`config.mk`:
```
export PLATFORM = sky130hd
export DESIGN_NAME = iq_bytes_to_float32_unit
export DESIGN_NICKNAME = d
export VERILOG_FILES = /design/src/iqb2f_pkg.sv /design/src/iq_bytes_to_float32_unit.sv /design/src/iqb2f_group.sv /design/src/iqb2f_convert.sv
export SDC_FILE = /design/constraint.sdc
export NUM_CORES = 1
export LEC_CHECK = 0
export BUFFER_PORTS_ARGS = -buffer_cell sky130_fd_sc_hd__buf_2
export CAP_MARGIN = 20
export CORE_AREA = 2 2 110 112
export DETAILED_ROUTE_END_ITERATION = 6
export DIE_AREA = 0 0 112 114
export HOLD_SLACK_MARGIN = 0.03
export PLACE_DENSITY = 0.75
export SETUP_SLACK_MARGIN = 0.4
export SLEW_MARGIN = 25
export SYNTH_ARGS = -nofsm -noshare
export SYNTH_HDL_FRONTEND = slang
export SYNTH_SLANG_ARGS = --single-unit
```
`constraint.sdc`:
```
create_clock -name clk -period 4.8 [get_ports clk]
set_input_delay 0.96 -clock clk [delete_from_list [all_inputs] [get_ports clk]]
set_output_delay 0.96 -clock clk [all_outputs]
set_load 0.005 [all_outputs]
```
`src/iqb2f_pkg.sv`:
```
package iqb2f_pkg;

	typedef enum logic [1:0] {
		FMT_U8  = 2'd0,
		FMT_S8  = 2'd1,
		FMT_U10 = 2'd2,
		FMT_S10 = 2'd3
	} fmt_t;

	// Raw sample bits of one pair plus the format they were captured under.
	typedef struct packed {
		logic [9:0] i_raw;
		logic [9:0] q_raw;
		fmt_t       fmt;
	} pair_t;

	// Signed value (11 bits covers -512..511) from raw bits.
	function automatic logic signed [10:0] decode_value(input logic [9:0] raw, input fmt_t fmt);
		logic signed [10:0] v;
		begin
			case (fmt)
				FMT_U8:  v = $signed({3'b000, raw[7:0]}) - 11'sd128;
				FMT_S8:  v = {{3{raw[7]}}, raw[7:0]};
				FMT_U10: v = $signed({1'b0, raw}) - 11'sd512;
				FMT_S10: v = {raw[9], raw};
				default: v = '0;
			endcase
			return v;
		end
	endfunction

	// Exact single-precision pattern of v / 2^shift, with shift 7 or 9.
	function automatic logic [31:0] to_f32(input logic signed [10:0] v, input logic wide);
		logic [9:0]  mag;
		logic [3:0]  p;
		logic [7:0]  exp_field;
		logic [22:0] mant;
		logic [32:0] shifted;
		begin
			mag = v[10] ? 10'(-v) : v[9:0];
			if (v == -11'sd512) mag = 10'd0;
			p = 4'd0;
			for (int k = 1; k < 11; k++) begin
				if (k < 10) begin
					if (mag[k]) p = 4'(k);
				end
			end
			if (v == -11'sd512) p = 4'd9;
			exp_field = 8'd127 + {4'd0, p} - (wide ? 8'd9 : 8'd7);
			shifted = {23'd0, mag} << (5'd23 - {1'b0, p});
			mant = shifted[22:0];
			if (v == 11'sd0) return 32'd0;
			return {v[10], exp_field, mant};
		end
	endfunction

endpackage

```
`src/iq_bytes_to_float32_unit.sv`:
```
// The result of the request that completes a pair is registered and appears on m_axis in the next cycle.
// Throughput: one byte request per cycle; one result per two or four bytes.
// The input stalls only while a finished result waits and m_axis_tready is low.
// Reset (arst_n low, asynchronous) clears the format to 8-bit unsigned,
// the grouping phase and the output valid flag.
module iq_bytes_to_float32_unit (
	input  logic        clk,
	input  logic        arst_n,
	input  logic        cfg_we,
	input  logic [1:0]  cfg_data,
	input  logic        s_axis_tvalid,
	output logic        s_axis_tready,
	input  logic [7:0]  s_axis_tdata,  // in_byte
	output logic        m_axis_tvalid,
	input  logic        m_axis_tready,
	output logic [63:0] m_axis_tdata   // i_float [31:0], q_float [63:32]
);
	logic take, pair_done, can_load;
	iqb2f_pkg::pair_t pair;

	assign s_axis_tready = can_load;
	assign take = s_axis_tvalid && s_axis_tready;

	iqb2f_group u_group (
		.clk(clk), .arst_n(arst_n), .cfg_we(cfg_we), .cfg_data(cfg_data),
		.take(take), .in_byte(s_axis_tdata), .pair_done(pair_done), .pair(pair)
	);

	iqb2f_convert u_conv (
		.clk(clk), .arst_n(arst_n), .load(pair_done), .pair(pair),
		.out_ready(m_axis_tready), .out_valid(m_axis_tvalid), .out_data(m_axis_tdata),
		.can_load(can_load)
	);
endmodule

```
`src/iqb2f_group.sv`:
```
module iqb2f_group (
	input  logic               clk,
	input  logic               arst_n,
	input  logic               cfg_we,
	input  logic [1:0]         cfg_data,
	input  logic               take,
	input  logic [7:0]         in_byte,
	output logic               pair_done,
	output iqb2f_pkg::pair_t   pair
);
	iqb2f_pkg::fmt_t fmt_q;
	logic [1:0] phase_q;
	logic [9:0] held_i_q;
	logic [7:0] held_qh_q;
	logic wide;

	assign wide = fmt_q[1];
	assign pair_done = take && (wide ? (phase_q == 2'd3) : phase_q[0]);
	assign pair.fmt = fmt_q;
	assign pair.i_raw = held_i_q;
	assign pair.q_raw = wide ? {held_qh_q, in_byte[1:0]} : {2'b00, in_byte};

	always_ff @(posedge clk or negedge arst_n) begin
		if (!arst_n) begin
			fmt_q <= iqb2f_pkg::FMT_U8;
			phase_q <= 2'd0;
			held_i_q <= '0;
			held_qh_q <= '0;
		end else if (cfg_we) begin
			fmt_q <= iqb2f_pkg::fmt_t'(cfg_data);
			phase_q <= 2'd0;
			held_i_q <= '0;
			held_qh_q <= '0;
		end else if (take) begin
			if (!wide) begin
				if (!phase_q[0]) begin
					held_i_q <= {2'b00, in_byte};
					phase_q <= 2'd1;
				end else begin
					phase_q <= 2'd0;
				end
			end else begin
				case (phase_q)
					2'd0: begin
						held_i_q <= {in_byte, 2'b00};
						phase_q <= 2'd1;
					end
					2'd1: begin
						held_i_q <= {held_i_q[9:2], in_byte[1:0]};
						phase_q <= 2'd2;
					end
					2'd2: begin
						held_qh_q <= in_byte;
						phase_q <= 2'd3;
					end
					default: phase_q <= 2'd0;
				endcase
			end
		end
	end

	a_phase_narrow: assert property (@(posedge clk) disable iff (!arst_n)
		(!fmt_q[1] && !$past(cfg_we)) |-> (phase_q[1] == 1'b0)) else $error("phase range");
	a_cfg_restart: assert property (@(posedge clk) disable iff (!arst_n)
		cfg_we |=> (phase_q == 2'd0)) else $error("restart");
	a_done_phase: assert property (@(posedge clk) disable iff (!arst_n)
		(pair_done && !cfg_we) |=> (phase_q == 2'd0)) else $error("done phase");
endmodule

```
`src/iqb2f_convert.sv`:
```
module iqb2f_convert (
	input  logic             clk,
	input  logic             arst_n,
	input  logic             load,
	input  iqb2f_pkg::pair_t pair,
	input  logic             out_ready,
	output logic             out_valid,
	output logic [63:0]      out_data,
	output logic             can_load
);
	logic [31:0] i_f, q_f;
	logic valid_q;
	logic [63:0] data_q;

	assign i_f = iqb2f_pkg::to_f32(iqb2f_pkg::decode_value(pair.i_raw, pair.fmt), pair.fmt[1]);
	assign q_f = iqb2f_pkg::to_f32(iqb2f_pkg::decode_value(pair.q_raw, pair.fmt), pair.fmt[1]);
	assign can_load = !valid_q || out_ready;
	assign out_valid = valid_q;
	assign out_data = data_q;

	always_ff @(posedge clk or negedge arst_n) begin
		if (!arst_n) begin
			valid_q <= 1'b0;
		end else if (load) begin
			valid_q <= 1'b1;
		end else if (out_ready) begin
			valid_q <= 1'b0;
		end
	end

	always_ff @(posedge clk) begin
		if (load) data_q <= {q_f, i_f};
	end

	a_no_overwrite: assert property (@(posedge clk) disable iff (!arst_n)
		(valid_q && !out_ready) |=> (valid_q && $stable(data_q))) else $error("overwrite");
endmodule
```
# Word-level counts from Yosys, hierarchy flattened
# Cells that the tools add are included.
[word_totals]
inputBits = 15
regBits = 87
word_cells = 99
output_inout_bits = 66
[classes]
shift = 2
n_reduce_logical = 15
n_mux = 51
eq_ne = 12
add_sub_neg = 12
[op_table]
columns = ["op", "n"]
rows = [
  ["$mux 32", 4],
  ["$mux 10", 9],
  ["$pmux 11 s4", 2],
  ["$shl 10x5->23", 2],
  ["$mux 8", 4],
  ["$mux 4", 7],
  ["$mux 3", 8],
  ["$eq 11x10->1 const B", 2],
  ["$logic_not 11->1", 2],
  ["$sub 10x10->11 const B", 2],
  ["$neg 10->10", 2],
  ["$pmux 10 s2", 1],
  ["$sub 8x8->9 const B", 2],
  ["$add 7x4->8 const A", 2],
  ["$sub 8x8->8", 2],
  ["$mux 2", 7],
  ["$sub 5x4->5 const A", 2],
  ["$eq 2x2->1 const B", 4],
  ["$mux 1", 8],
  ["$reduce_bool 2->1", 4],
  ["$ne 3x3->1 const B", 2],
  ["$pmux 2 s3", 1],
  ["$reduce_and 3->1", 2],
  ["$eq 2x1->1 const B", 2],
  ["other kinds (7)", 9],
]

# Depth between registers and ports, before layout
# Gate-level depths: netlist of the first run.
[depth]
depth_word = 19
ltp_mapped = 16

# Cells and area by module
# From an unflattened synthesis of the first run, not the netlist that was laid out.
[unflattened]
cells_unflattened = 488
area_unflattened_um2 = 5188.7
[modules_own_cells]
columns = ["mod", "n_inst", "seq_area_each_um2", "area_per_inst_um2", "cells_per_inst"]
rows = [
  ["iqb2f_convert", 1, 1886.8, 3933.8, 364],
  ["iqb2f_group", 1, 550.5, 1248.7, 123],
  ["iq_bytes_to_float32_unit", 1, 0.0, 6.3, 1],
]

# Least setup slack after synthesis of the first run
# No wires, ideal clock.
[synth_path]
path_type = "register -> register"
startpoint = "reg u_group.fmt_q[1]"
endpoint = "reg u_conv.data_q[0] (netlist: u_conv.out_data[0]), enable pin"
arrival_ps = 4509
path_buffers = 4
synth_period_minus_slack_ps = 5013
setup_slack_ps = -213
path_stages_with_launch = 7
required_time_ps = 4296
cell_sequence = "dfrtp_1 > buf_6 > buf_6 > buf_2 > clkbuf_1 > nand2_1 > a21oi_1"
[synth_between]
elab_chain_cells = 2
[synth_rtl]
columns = ["item", "line_no", "source"]
rows = [
  ["start, declared", "iqb2f_group.sv:11", "iqb2f_pkg::fmt_t fmt_q;"],
  ["start signal, assigned", "iqb2f_group.sv:25", "fmt_q <= iqb2f_pkg::FMT_U8;"],
  ["start signal, assigned", "iqb2f_group.sv:30", "fmt_q <= iqb2f_pkg::fmt_t'(cfg_data);"],
  ["$mux 1", "iqb2f_group.sv:18", "assign pair_done = take && (wide ? (phase_q == 2'd3) : phase_q[0]);"],
  ["$logic_and 1x1->1", "iqb2f_group.sv:18", ""],
  ["named net pair_done", "iq_bytes_to_float32_unit.sv:18", "logic take, pair_done, can_load;"],
  ["end signal, assigned", "iqb2f_convert.sv:32", "if (load) data_q <= {q_f, i_f};"],
  ["end, declared", "iqb2f_convert.sv:13", "logic [63:0] data_q;"],
]
# The timed path passes the listed nets, and every way through them passes these cells.
# A chain may end at the register's enable or synchronous reset.

# Final worst setup path of the first run
[layout_path]
startpoint = "in s_axis_tdata[0]"
endpoint = "reg u_conv.data_q[58] (netlist: u_conv.out_data[58]), data pin"
[layout_between]
elab_chain_cells = 19
word_cells_on_any_way = 23
cone_classes = "add/sub (5); eq/ne (1); mux (16); reduce/logical (1)"
[layout_rtl]
columns = ["item", "line_no", "source"]
rows = [
  ["start, declared", "iq_bytes_to_float32_unit.sv:13", "input logic [7:0] s_axis_tdata,"],
  ["$mux 10 (*)", "iqb2f_group.sv:21", "assign pair.q_raw = wide ? {held_qh_q, in_byte[1:0]} : {2'b00, in_byte};"],
  ["$sub 10x10->11 or $sub 8x8->9 (tied branches)", "iqb2f_pkg.sv:24, iqb2f_pkg.sv:22", ""],
  ["$pmux 11 s4 (*)", "iqb2f_pkg.sv:21", "case (fmt)"],
  ["$neg 10->10", "iqb2f_pkg.sv:40", "mag = v[10] ? 10'(-v) : v[9:0];"],
  ["$mux 10", "iqb2f_pkg.sv:40", ""],
  ["$mux 10", "iqb2f_pkg.sv:41", "if (v == -11'sd512) mag = 10'd0;"],
  ["$mux 1", "iqb2f_pkg.sv:45", "if (mag[k]) p = 4'(k);"],
  ["$mux 2 (2 in series)", "iqb2f_pkg.sv:45", ""],
  ["$mux 3 (4 in series)", "iqb2f_pkg.sv:45", ""],
  ["$mux 4 (2 in series)", "iqb2f_pkg.sv:45", ""],
  ["$mux 4", "iqb2f_pkg.sv:48", "if (v == -11'sd512) p = 4'd9;"],
  ["$add 7x4->8", "iqb2f_pkg.sv:49", "exp_field = 8'd127 + {4'd0, p} - (wide ? 8'd9 : 8'd7);"],
  ["$sub 8x8->8", "iqb2f_pkg.sv:49", ""],
  ["$mux 32 (*)", "iqb2f_pkg.sv:53", "return {v[10], exp_field, mant};"],
]
# Mark *: on every way between the ends. The rest lies on a longest branch, timed or not.

==> impl_metrics.toml, run 1 <==
[power]
leakagePower_nw = 2.531
irDropWorstVdd_mv = 0.2802
p_total_mw = 2.464
cellPowerDensity_nw_per_um2 = 409.6

[critical_path]
path_cells = "buf_2, inv_1, ha_1, nor4bb_2, nor2_1, o21ai_2, xor2_1, nor3_2, nand3_1, nand2_1, inv_1, fa_1, inv_1, fa_1, nor2_1"
worstSetupEndpointType = "flop"
critPathSlowestCell = "nor4bb_2"
ff2ff_path_depth = 13
reg2reg_to = "u_conv.out_data[58]"
path_common_cell = "inv_1"
worstPathRequired_ns = 5.00
slowest_delay_ns = 0.42
r2r_start = "u_group.fmt_q[1]"
crit_path_max_fanout = 6
critPathLaunchType = "primary input"
cp_data_arrival_time_ns = 4.27
worstSetupPathType = "in2reg"
worst-r2r-setup-slack_ns = 1.02

[floorplanning]
fp-row-count = 40
start_util = 0.4326
ios = 81
fp.dieH_um = 114
die_area_um2 = 12770
core_region_area_um2 = 11710
die_x_um = 112

[placed_design]
portBuffers = 80
dp.cells = 709
gp_congestion = 0.8811
dpl.hpwl_mm = 8.087
post-place-ws_ns = 0.1913

[global_routing]
grt_pass1_wl_mm = 18.30
overflow = 0
grt_max_degree = 64
grt_usage = 0.1781
grt_pass1_vias = 3760
antenna_found_initial = 0

[clocking]
ctsLongestPathBuffers = 2
clock_sinks = 85
cts-root-buf = "clkbuf_16"
clock_latency_ns = 0.34
cts_tree = "done"
htree_levels = 3
cts_buffers = 9
clkTransAtPathRegs_ns = 0.06

[layout]
instances_no_fill = 727
layout.nets = 606
areaGrowthSynthToFinish_pct = 18.75
antenna_cells = 0
drive_above_1_share = 0.2483
final_common_cell = "buf_2"
fillerInstances = 1020
fin_util = 0.5137
final_cell_mix = "buf_2, edfxtp_1, nand2_1"

[route]
drt_iter0_drc = 275
wirelength_mm = 11.02
wl_per_cell_um = 15.16
vias = 3974
drtAntennaViolNets = 0
drc_errors = 0
vias_per_cell = 5.466
firstDrtPassIters = 6

[yosys]
synth.distinct_cells = 83
syn-cell-area_um2 = 5066
synth_seq_cells = 85
ys_seq_area_frac = 0.4811
synth-async-reset-ratio = 0.2706
synthFlopType = "edfxtp_1"
synth_warnings = 0
synth_top_area_cell = "edfxtp_1"
avgSynthCellArea_um2 = 10.85
syn_inst = 467
yosysTopAreaCellShare = 0.3675
synth_edf_count = 62
synthTopCellsByArea = "edfxtp_1, dfrtp_1, mux2i_1, nand2_1, ha_1"

[hold_path]
min_to = "u_conv.out_valid"
whs_path_depth = 1
hp-class = "reg2reg"
min_from = "u_conv.out_valid"

[sta]
worst_slew_pin_slew_ns = 0.7782
finalSetupViolCount = 0
finalCriticalPeriod_ns = 4.078
setup-tns-final_ns = 0
drv_slew = 0
setup_ws_ns = 0.7222
fin_skew_ns = 0.006101
grt_setup_unrepaired = "false"
fin_crit_sh = 0.8495
finalHoldViolCount = 0
max_freq_ghz = 0.2452
slew_headroom = 0.4812

[run_status]
outcome = "finished clean"

[flow_run]
cap_violations = 0
worst max-delay path: cells and delay by family:
kind,cells,cell delay (ns)
simple gates,6,1.34
buf+inv,4,0.51
xor+xnor,1,0.16
compound gates,1,0.23
fa+ha+maj,3,1.07
worst max path at each step:
stage	startpoint	end	slack, ns	cells after the start
3_3_place_gp	s_axis_tdata[0]	u_conv.out_data[58]	0.37	15
2_1_floorplan	s_axis_tdata[0]	u_conv.out_data[58]	0.74	14
4_1_cts	s_axis_tdata[0]	u_conv.out_data[58]	0.54	15
5_1_grt	s_axis_tdata[0]	u_conv.out_data[58]	0.44	15
6_report	s_axis_tdata[0]	u_conv.out_data[58]	0.72	15
3_5_place_dp	s_axis_tdata[0]	u_conv.out_data[58]	0.19	15
synth_stat cells (4+ instances only):
| cell type | number |
|---|---|
| nor3_1 | 12 |
| nor2_1 | 39 |
| o21ai_1 | 9 |
| fa_1 | 4 |
| buf_2 | 4 |
| a21oi_1 | 22 |
| inv_1 | 15 |
| o31ai_1 | 7 |
| dfrtp_1 | 23 |
| and2_1 | 7 |
| a21o_1 | 4 |
| and3_1 | 4 |
| mux2i_1 | 23 |
| edfxtp_1 | 62 |
| a211oi_1 | 4 |
| clkbuf_1 | 7 |
| nand2_1 | 51 |
| a22oi_1 | 7 |
| xor2_1 | 6 |
| ha_1 | 12 |
| xnor2_1 | 10 |
| nor2b_1 | 8 |
| buf_6 | 5 |
| o22ai_1 | 4 |
| o21ai_2 | 4 |
| o21ai_0 | 13 |
| nand3_1 | 15 |
flip-flops by register name (all words and copies together) (netlist names):
signal,flops
u_group.fmt_q,2
u_group.held_qh_q,8
u_conv.out_data,62
u_group.held_i_q,10
u_group.phase_q,2
u_conv.out_valid,1
power by group:
part | switching (mW) | leakage [nW] | internal [mW]
Clock | 0.297 | 0.146 | 0.410
Sequential | 0.0372 | 0.874 | 0.874
Combinational | 0.499 | 1.51 | 0.347
Total | 0.833 | 2.53 | 1.63
cells by family (layout without fill, tap and decap cells):
group | after synthesis | count (layout) | synth area share
AOI/OAI and AO/OA | 115 | 115 | 0.1635
xor gates and xnor gates | 22 | 22 | 0.04915
adders and majority gates | 16 | 16 | 0.04544
buffers and inverters | 40 | 124 | 0.04149
DFF | 85 | 85 | 0.4811
muxes | 29 | 29 | 0.06224
other | 1 | 30 | 0.0007402
and+or+nand+nor | 159 | 159 | 0.1563
stage by stage:
step,area [um^2],hold WS [ns]
detailed placement,5685,0.4879
global placement,5685,0.4791
CTS,5989,0.5020
finish,6016,0.4977
floorplan,5179,0.4914
global route,6016,0.5347
area by class of cell:
cell class	instances	area (um^2)	area share
sequential	85	2439	0.4054
clock inverter	7	78.83	0.01310
timing repair buffer	88	460.4	0.07654
multi-input combinational	371	2549	0.4237
inverter	20	80.08	0.01331
tap	147	183.9	0.03057
clock buffer	9	225.2	0.03744
metal layers:
layer | global-route usage | up-vias | routed length (um)
met5 | 0 | - | 0
met4 | 0.08211 | 0 | 267
met3 | 0.04410 | 25 | 693
met2 | 0.2962 | 160 | 5446
met1 | 0.2205 | 1875 | 4615
li1 | - | 1914 | -
timing repair:
item	4_1_cts	5_1_grt
endpoints found under the setup margin	0	3
setup buffers	0	2
hold endpoints to repair	0	0
resized for setup	0	2
hold buffers	0	0
(Power assumes the default switching activity.)
==> inputs of run 2 (changes only) <==
==> constraint.sdc (replaced) <==
create_clock -name clk -period 3.7 [get_ports clk]
set_input_delay 0.74 -clock clk [delete_from_list [all_inputs] [get_ports clk]]
set_output_delay 0.74 -clock clk [all_outputs]
set_load 0.005 [all_outputs]
==> run 2 against run 1 <==
Clock power increased by 29%. Cell area increased by 10%. Worst setup slack got worse by 0.33 ns. Clock-buffer cell count unchanged. Clock skew increased by 0.0035 ns. Sequential share of layout area decreased by 3.7 points. First-iteration DRC count increased by 18%. Wire length increased by 12%.
==> impl_metrics.toml, run 2 (synthesis results as in run 1) <==
[power]
internal_power_mw = 2.268
swShare = 0.3442
combinationalPowerShare = 0.397
cellPowerDensity_nw_per_um2 = 521.5
p_sw_mw = 1.190
power_frac_seq = 0.339
leakagePower_nw = 2.768
irDropWorstVdd_mv = 0.2918
power_frac_clock = 0.264

[critical_path]
worstSetupEndpointType = "flop"
worst-r2r-setup-slack_ns = 0.39
cp_data_arrival_time_ns = 3.52
crit_path_max_fanout = 7
r2r_start = "u_group.fmt_q[1]"
ff2ff_path_depth = 13
worstSetupPathType = "reg2reg"
reg2reg_to = "u_conv.out_data[58]"
worstPathRequired_ns = 3.92
critPathLaunchType = "flop"

[hold_path]
hp-class = "in2async"

[route]
firstDrtPassIters = 5
vias = 4183
vias_per_cell = 5.475
wirelength_mm = 12.31
drtAntennaViolNets = 0
wl_per_cell_um = 16.11
drt_iter0_drc = 325
drc_errors = 0

[sta]
setup_ws_ns = 0.3926
slew_headroom = 0.4717
max_freq_ghz = 0.3024
drv_slew = 0
grt_setup_unrepaired = "true"
fin_skew_ns = 0.009645
finalHoldViolCount = 0
finalSetupViolCount = 0
setup-tns-final_ns = 0
holdWs_ns = 0.3560
fin_crit_sh = 0.8939
finalCriticalPeriod_ns = 3.307
worst_slew_pin_slew_ns = 0.7925

[floorplanning]
ios = 81
start_util = 0.4326
fp-row-count = 40
fp.dieH_um = 114
die_area_um2 = 12770
die_x_um = 112
core_region_area_um2 = 11710

[global_routing]
grt_usage = 0.1904
grt_max_degree = 64
grt_pass1_vias = 3944
overflow = 0
grt_pass1_wl_mm = 19.43
antenna_found_initial = 0

[layout]
drive_above_1_share = 0.3614
final_common_cell = "buf_2"
regArea_um2 = 2445
instances_no_fill = 764
areaGrowthSynthToFinish_pct = 30.90
fillerInstances = 1019
largest_reg_flops = 62
fin_util = 0.5662
multi_input_area_um2 = 2804
layout.nets = 644
final_cell_mix = "buf_2, edfxtp_1, nand2_1"
antenna_cells = 0

[placed_design]
dp.cells = 724
dpl.hpwl_mm = 8.575
gp_congestion = 0.8995
portBuffers = 80
post-place-ws_ns = 0.02336

[run_status]
outcome = "finished clean"

[clocking]
clock_sinks = 85
cts_tree = "done"
cts-root-buf = "clkbuf_16"
clock_latency_ns = 0.35
clkTransAtPathRegs_ns = 0.07
cts_buffers = 9
ctsLongestPathBuffers = 2
cts_hold_buf = 0
htree_levels = 3

[flow_run]
cap_violations = 0
run 2: cell types whose count changed in the layout (fill, tap and decap cells not counted), moves of 4 or more:
cell / previous run / this run
ha_1: 12 / 8
nand2_1: 51 / 46
dfrtp_1: 22 / 17
buf_4: 8 / 44
dfrtp_2: 1 / 6
nand2_2: 0 / 4
inv_1: 15 / 10
run 2: power by group through the flow:
stage | Combinational, mW | Sequential, mW | Clock (mW)
2_1_floorplan | 0.892 | 1.19 | 0
3_3_place_gp | 1.14 | 1.19 | 0
3_5_place_dp | 1.16 | 1.19 | 0
4_1_cts | 1.21 | 1.17 | 0.935
5_1_grt | 1.51 | 1.18 | 0.973
6_report | 1.37 | 1.17 | 0.914
run 2: metal layers:
metal,global-route usage,wire length [um],vias to the layer above
met5,0,0,-
met4,0.06098,191,0
met3,0.03985,700,13
met2,0.3131,6084,145
met1,0.2548,5328,2031
li1,-,-,1994
run 2: worst max path at each step:
stage / startpoint / endpoint / slack [ns] / cells past startpoint
6_report: u_group.fmt_q[1] / u_conv.out_data[58] / 0.39 / 13
5_1_grt: u_group.fmt_q[1] / u_conv.out_data[58] / 0.26 / 13
4_1_cts: u_group.held_i_q[5] / u_conv.out_data[26] / 0.37 / 12
3_3_place_gp: s_axis_tdata[1] / u_conv.out_data[58] / 0.15 / 14
3_5_place_dp: s_axis_tdata[1] / u_conv.out_data[60] / 0.02 / 14
2_1_floorplan: s_axis_tdata[7] / u_conv.out_data[58] / 0.34 / 14
run 2: area by class of cell:
cell class                 instances  share of cell area
multi-input combinational        371              0.4228
sequential                        85              0.3687
timing repair buffer             126              0.1200
clock buffer                       9             0.03396
tap                              147             0.02774
inverter                          20             0.01585
clock inverter                     6             0.01094
run 2: worst max-delay path: stages, from the launching register on:
cell and delay (ns):
dfrtp_2 0.47, buf_4 0.16, mux2i_4 0.30, xnor2_4 0.16, buf_4 0.19, nor3_1 0.06
o21ai_0 0.29, o311a_1 0.32, o22ai_4 0.11, ha_4 0.17, fa_2 0.35, inv_2 0.07
fa_1 0.41, nor2_1 0.11
run 2: through the flow:
stage          instance area (um^2)  total power [mW]
3_5_place_dp                   5907             2.351
2_1_floorplan                  5318             2.079
5_1_grt                        6631             3.661
4_1_cts                        6301             3.314
6_report                       6631             3.458
3_3_place_gp                   5907             2.327
run 2: timing repair:
action | CTS | global route
pin swaps | 1 | 22
gates cloned | 0 | 0
endpoints found under the setup margin | 6 | 8
setup buffers | 5 | 20
resized for setup | 14 | 46
==> inputs of run 3 (changes only) <==
--- a/config.mk
+++ b/config.mk
@@ -7,9 +7,9 @@
 export LEC_CHECK = 0
 export BUFFER_PORTS_ARGS = -buffer_cell sky130_fd_sc_hd__buf_2
 export CAP_MARGIN = 20
-export CORE_AREA = 2 2 110 112
+export CORE_AREA = 2 2 90 135
 export DETAILED_ROUTE_END_ITERATION = 6
-export DIE_AREA = 0 0 112 114
+export DIE_AREA = 0 0 92 137
 export HOLD_SLACK_MARGIN = 0.03
 export PLACE_DENSITY = 0.75
 export SETUP_SLACK_MARGIN = 0.4
==> run 3 against run 2 <==
Clock-buffer cell count is 1 higher. Non-clock buffer count is 2 lower. Global-route usage is 0.92 points lower. Sequential share of layout area is 0.56 points higher. Largest power group unchanged. Critical path type unchanged. Core utilization is 0.71 points higher. Cell area is 1.3% lower. Worst setup slack better by 0.10 ns. Clock skew is 0.0024 ns higher. Sequential power hardly changed. Critical endpoint is now u_conv.out_data[51]. Highest routed layer unchanged. First-iteration DRC count is 36% lower. Largest cell class unchanged.
==> impl_metrics.toml, run 3 (synthesis results as in run 1) <==
[floorplanning]
die_area_um2 = 12600
fp.dieH_um = 137
ios = 81
fp-row-count = 48
core_region_area_um2 = 11410
start_util = 0.4440
die_x_um = 92

[placed_design]
post-place-ws_ns = -0.01178
portBuffers = 80
dpl.hpwl_mm = 8.412
gp_congestion = 0.8963
dp.cells = 725

[layout]
fillerInstances = 980
areaGrowthSynthToFinish_pct = 29.14
final_common_cell = "buf_2"
instances_no_fill = 766
largest_reg_flops = 62
drive_above_1_share = 0.3539
layout.nets = 642
final_cell_mix = "buf_2, edfxtp_1, nand2_1"
antenna_cells = 0

[clocking]
cts_buffers = 9
cts_tree = "done"
ctsLongestPathBuffers = 2
htree_levels = 3
clkTransAtPathRegs_ns = 0.07
clock_latency_ns = 0.34
clock_sinks = 85
cts-root-buf = "clkbuf_16"

[power]
irDropWorstVdd_mv = 0.3121
cellPowerDensity_nw_per_um2 = 522.4
p_total_mw = 3.418
leakagePower_nw = 2.731

[route]
vias_per_cell = 5.356
drtAntennaViolNets = 0
firstDrtPassIters = 5
drc_errors = 0
wirelength_mm = 11.35
drt_iter0_drc = 208
vias = 4103
wl_per_cell_um = 14.82

[critical_path]
critPathLaunchType = "flop"
cp_data_arrival_time_ns = 3.29
worstSetupEndpointType = "flop"
worstPathRequired_ns = 3.78
ff2ff_path_depth = 10
reg2reg_to = "u_conv.out_data[51]"
worst-r2r-setup-slack_ns = 0.49
worstSetupPathType = "reg2reg"
crit_path_max_fanout = 10
r2r_start = "u_group.fmt_q[1]"

[sta]
finalCriticalPeriod_ns = 3.206
setup-tns-final_ns = 0
finalHoldViolCount = 0
fin_crit_sh = 0.8666
drv_slew = 0
fin_skew_ns = 0.01206
setup_ws_ns = 0.4936
worst_slew_pin_slew_ns = 0.7446
max_freq_ghz = 0.3119
grt_setup_unrepaired = "true"
holdWs_ns = 0.3661
slew_headroom = 0.5036
finalSetupViolCount = 0

[global_routing]
overflow = 0
use_met1 = 0.2120
grt_pass1_wl_mm = 17.94
met3_usage = 0.02643
grt_max_degree = 63
met2_usage = 0.3207
grt_pass1_vias = 3777
grt_busiest_layer = "met2"
grt_usage = 0.1812
antenna_found_initial = 0

[hold_path]
hp-class = "in2async"

[flow_run]
cap_violations = 0

[run_status]
outcome = "finished clean"
-- run 3: through the flow --
stage / utilization / cell area, um^2
6_report: 0.5734 / 6543
3_3_place_gp: 0.5167 / 5896
4_1_cts: 0.5520 / 6299
3_5_place_dp: 0.5167 / 5896
2_1_floorplan: - / 5318
5_1_grt: 0.5734 / 6543
-- run 3: layout make-up --
type	count	area, um^2	area share
clock buffers	10	229.0	0.03500
clock inverters	6	71.32	0.01090
inverters	20	92.59	0.01415
multi-input cells	371	2774	0.4240
flip-flops and latches	85	2449	0.3743
well taps	150	187.7	0.02869
repair buffers	124	739.5	0.1130
-- run 3: what timing repair did --
action,in CTS,in global routing
gates resized for setup,16,27
hold buffers,0,0
endpoints found under the setup margin,7,11
setup buffers,6,19
pin swaps,3,14
-- run 3: worst max path at each step --
stage	from	to	cells after the start
2_1_floorplan	s_axis_tdata[7]	u_conv.out_data[58]	14
3_3_place_gp	s_axis_tdata[0]	u_conv.out_data[58]	14
3_5_place_dp	s_axis_tdata[0]	u_conv.out_data[58]	14
4_1_cts	u_group.held_i_q[5]	u_conv.out_data[26]	12
5_1_grt	s_axis_tdata[1]	u_conv.out_data[58]	15
6_report	u_group.fmt_q[1]	u_conv.out_data[51]	10
-- run 3: critical path, cell delays in order (launching register included) --
cell and delay (ns):
dfrtp_4 0.53, buf_4 0.17, mux2i_4 0.25, xnor2_4 0.14, inv_4 0.16, mux2i_1 0.37, o22ai_1 0.21, a41oi_2 0.29
o21ai_4 0.15, mux2_2 0.34, a221o_1 0.33
-- run 3: metal layers --
| layer | share of wire | vias to the layer above |
|---|---|---|
| li1 | - | 1990 |
| met1 | 0.39 | 1919 |
| met2 | 0.51 | 161 |
| met3 | 0.054 | 33 |
| met4 | 0.039 | 0 |
| met5 | 0 | - |
-- run 3: where the power goes --
group          leakage (nW)  switching (mW)  internal, mW
registers             0.865          0.0406          1.14
logic                  1.73           0.735         0.595
clock network         0.140           0.382         0.529
total                  2.73            1.16          2.26
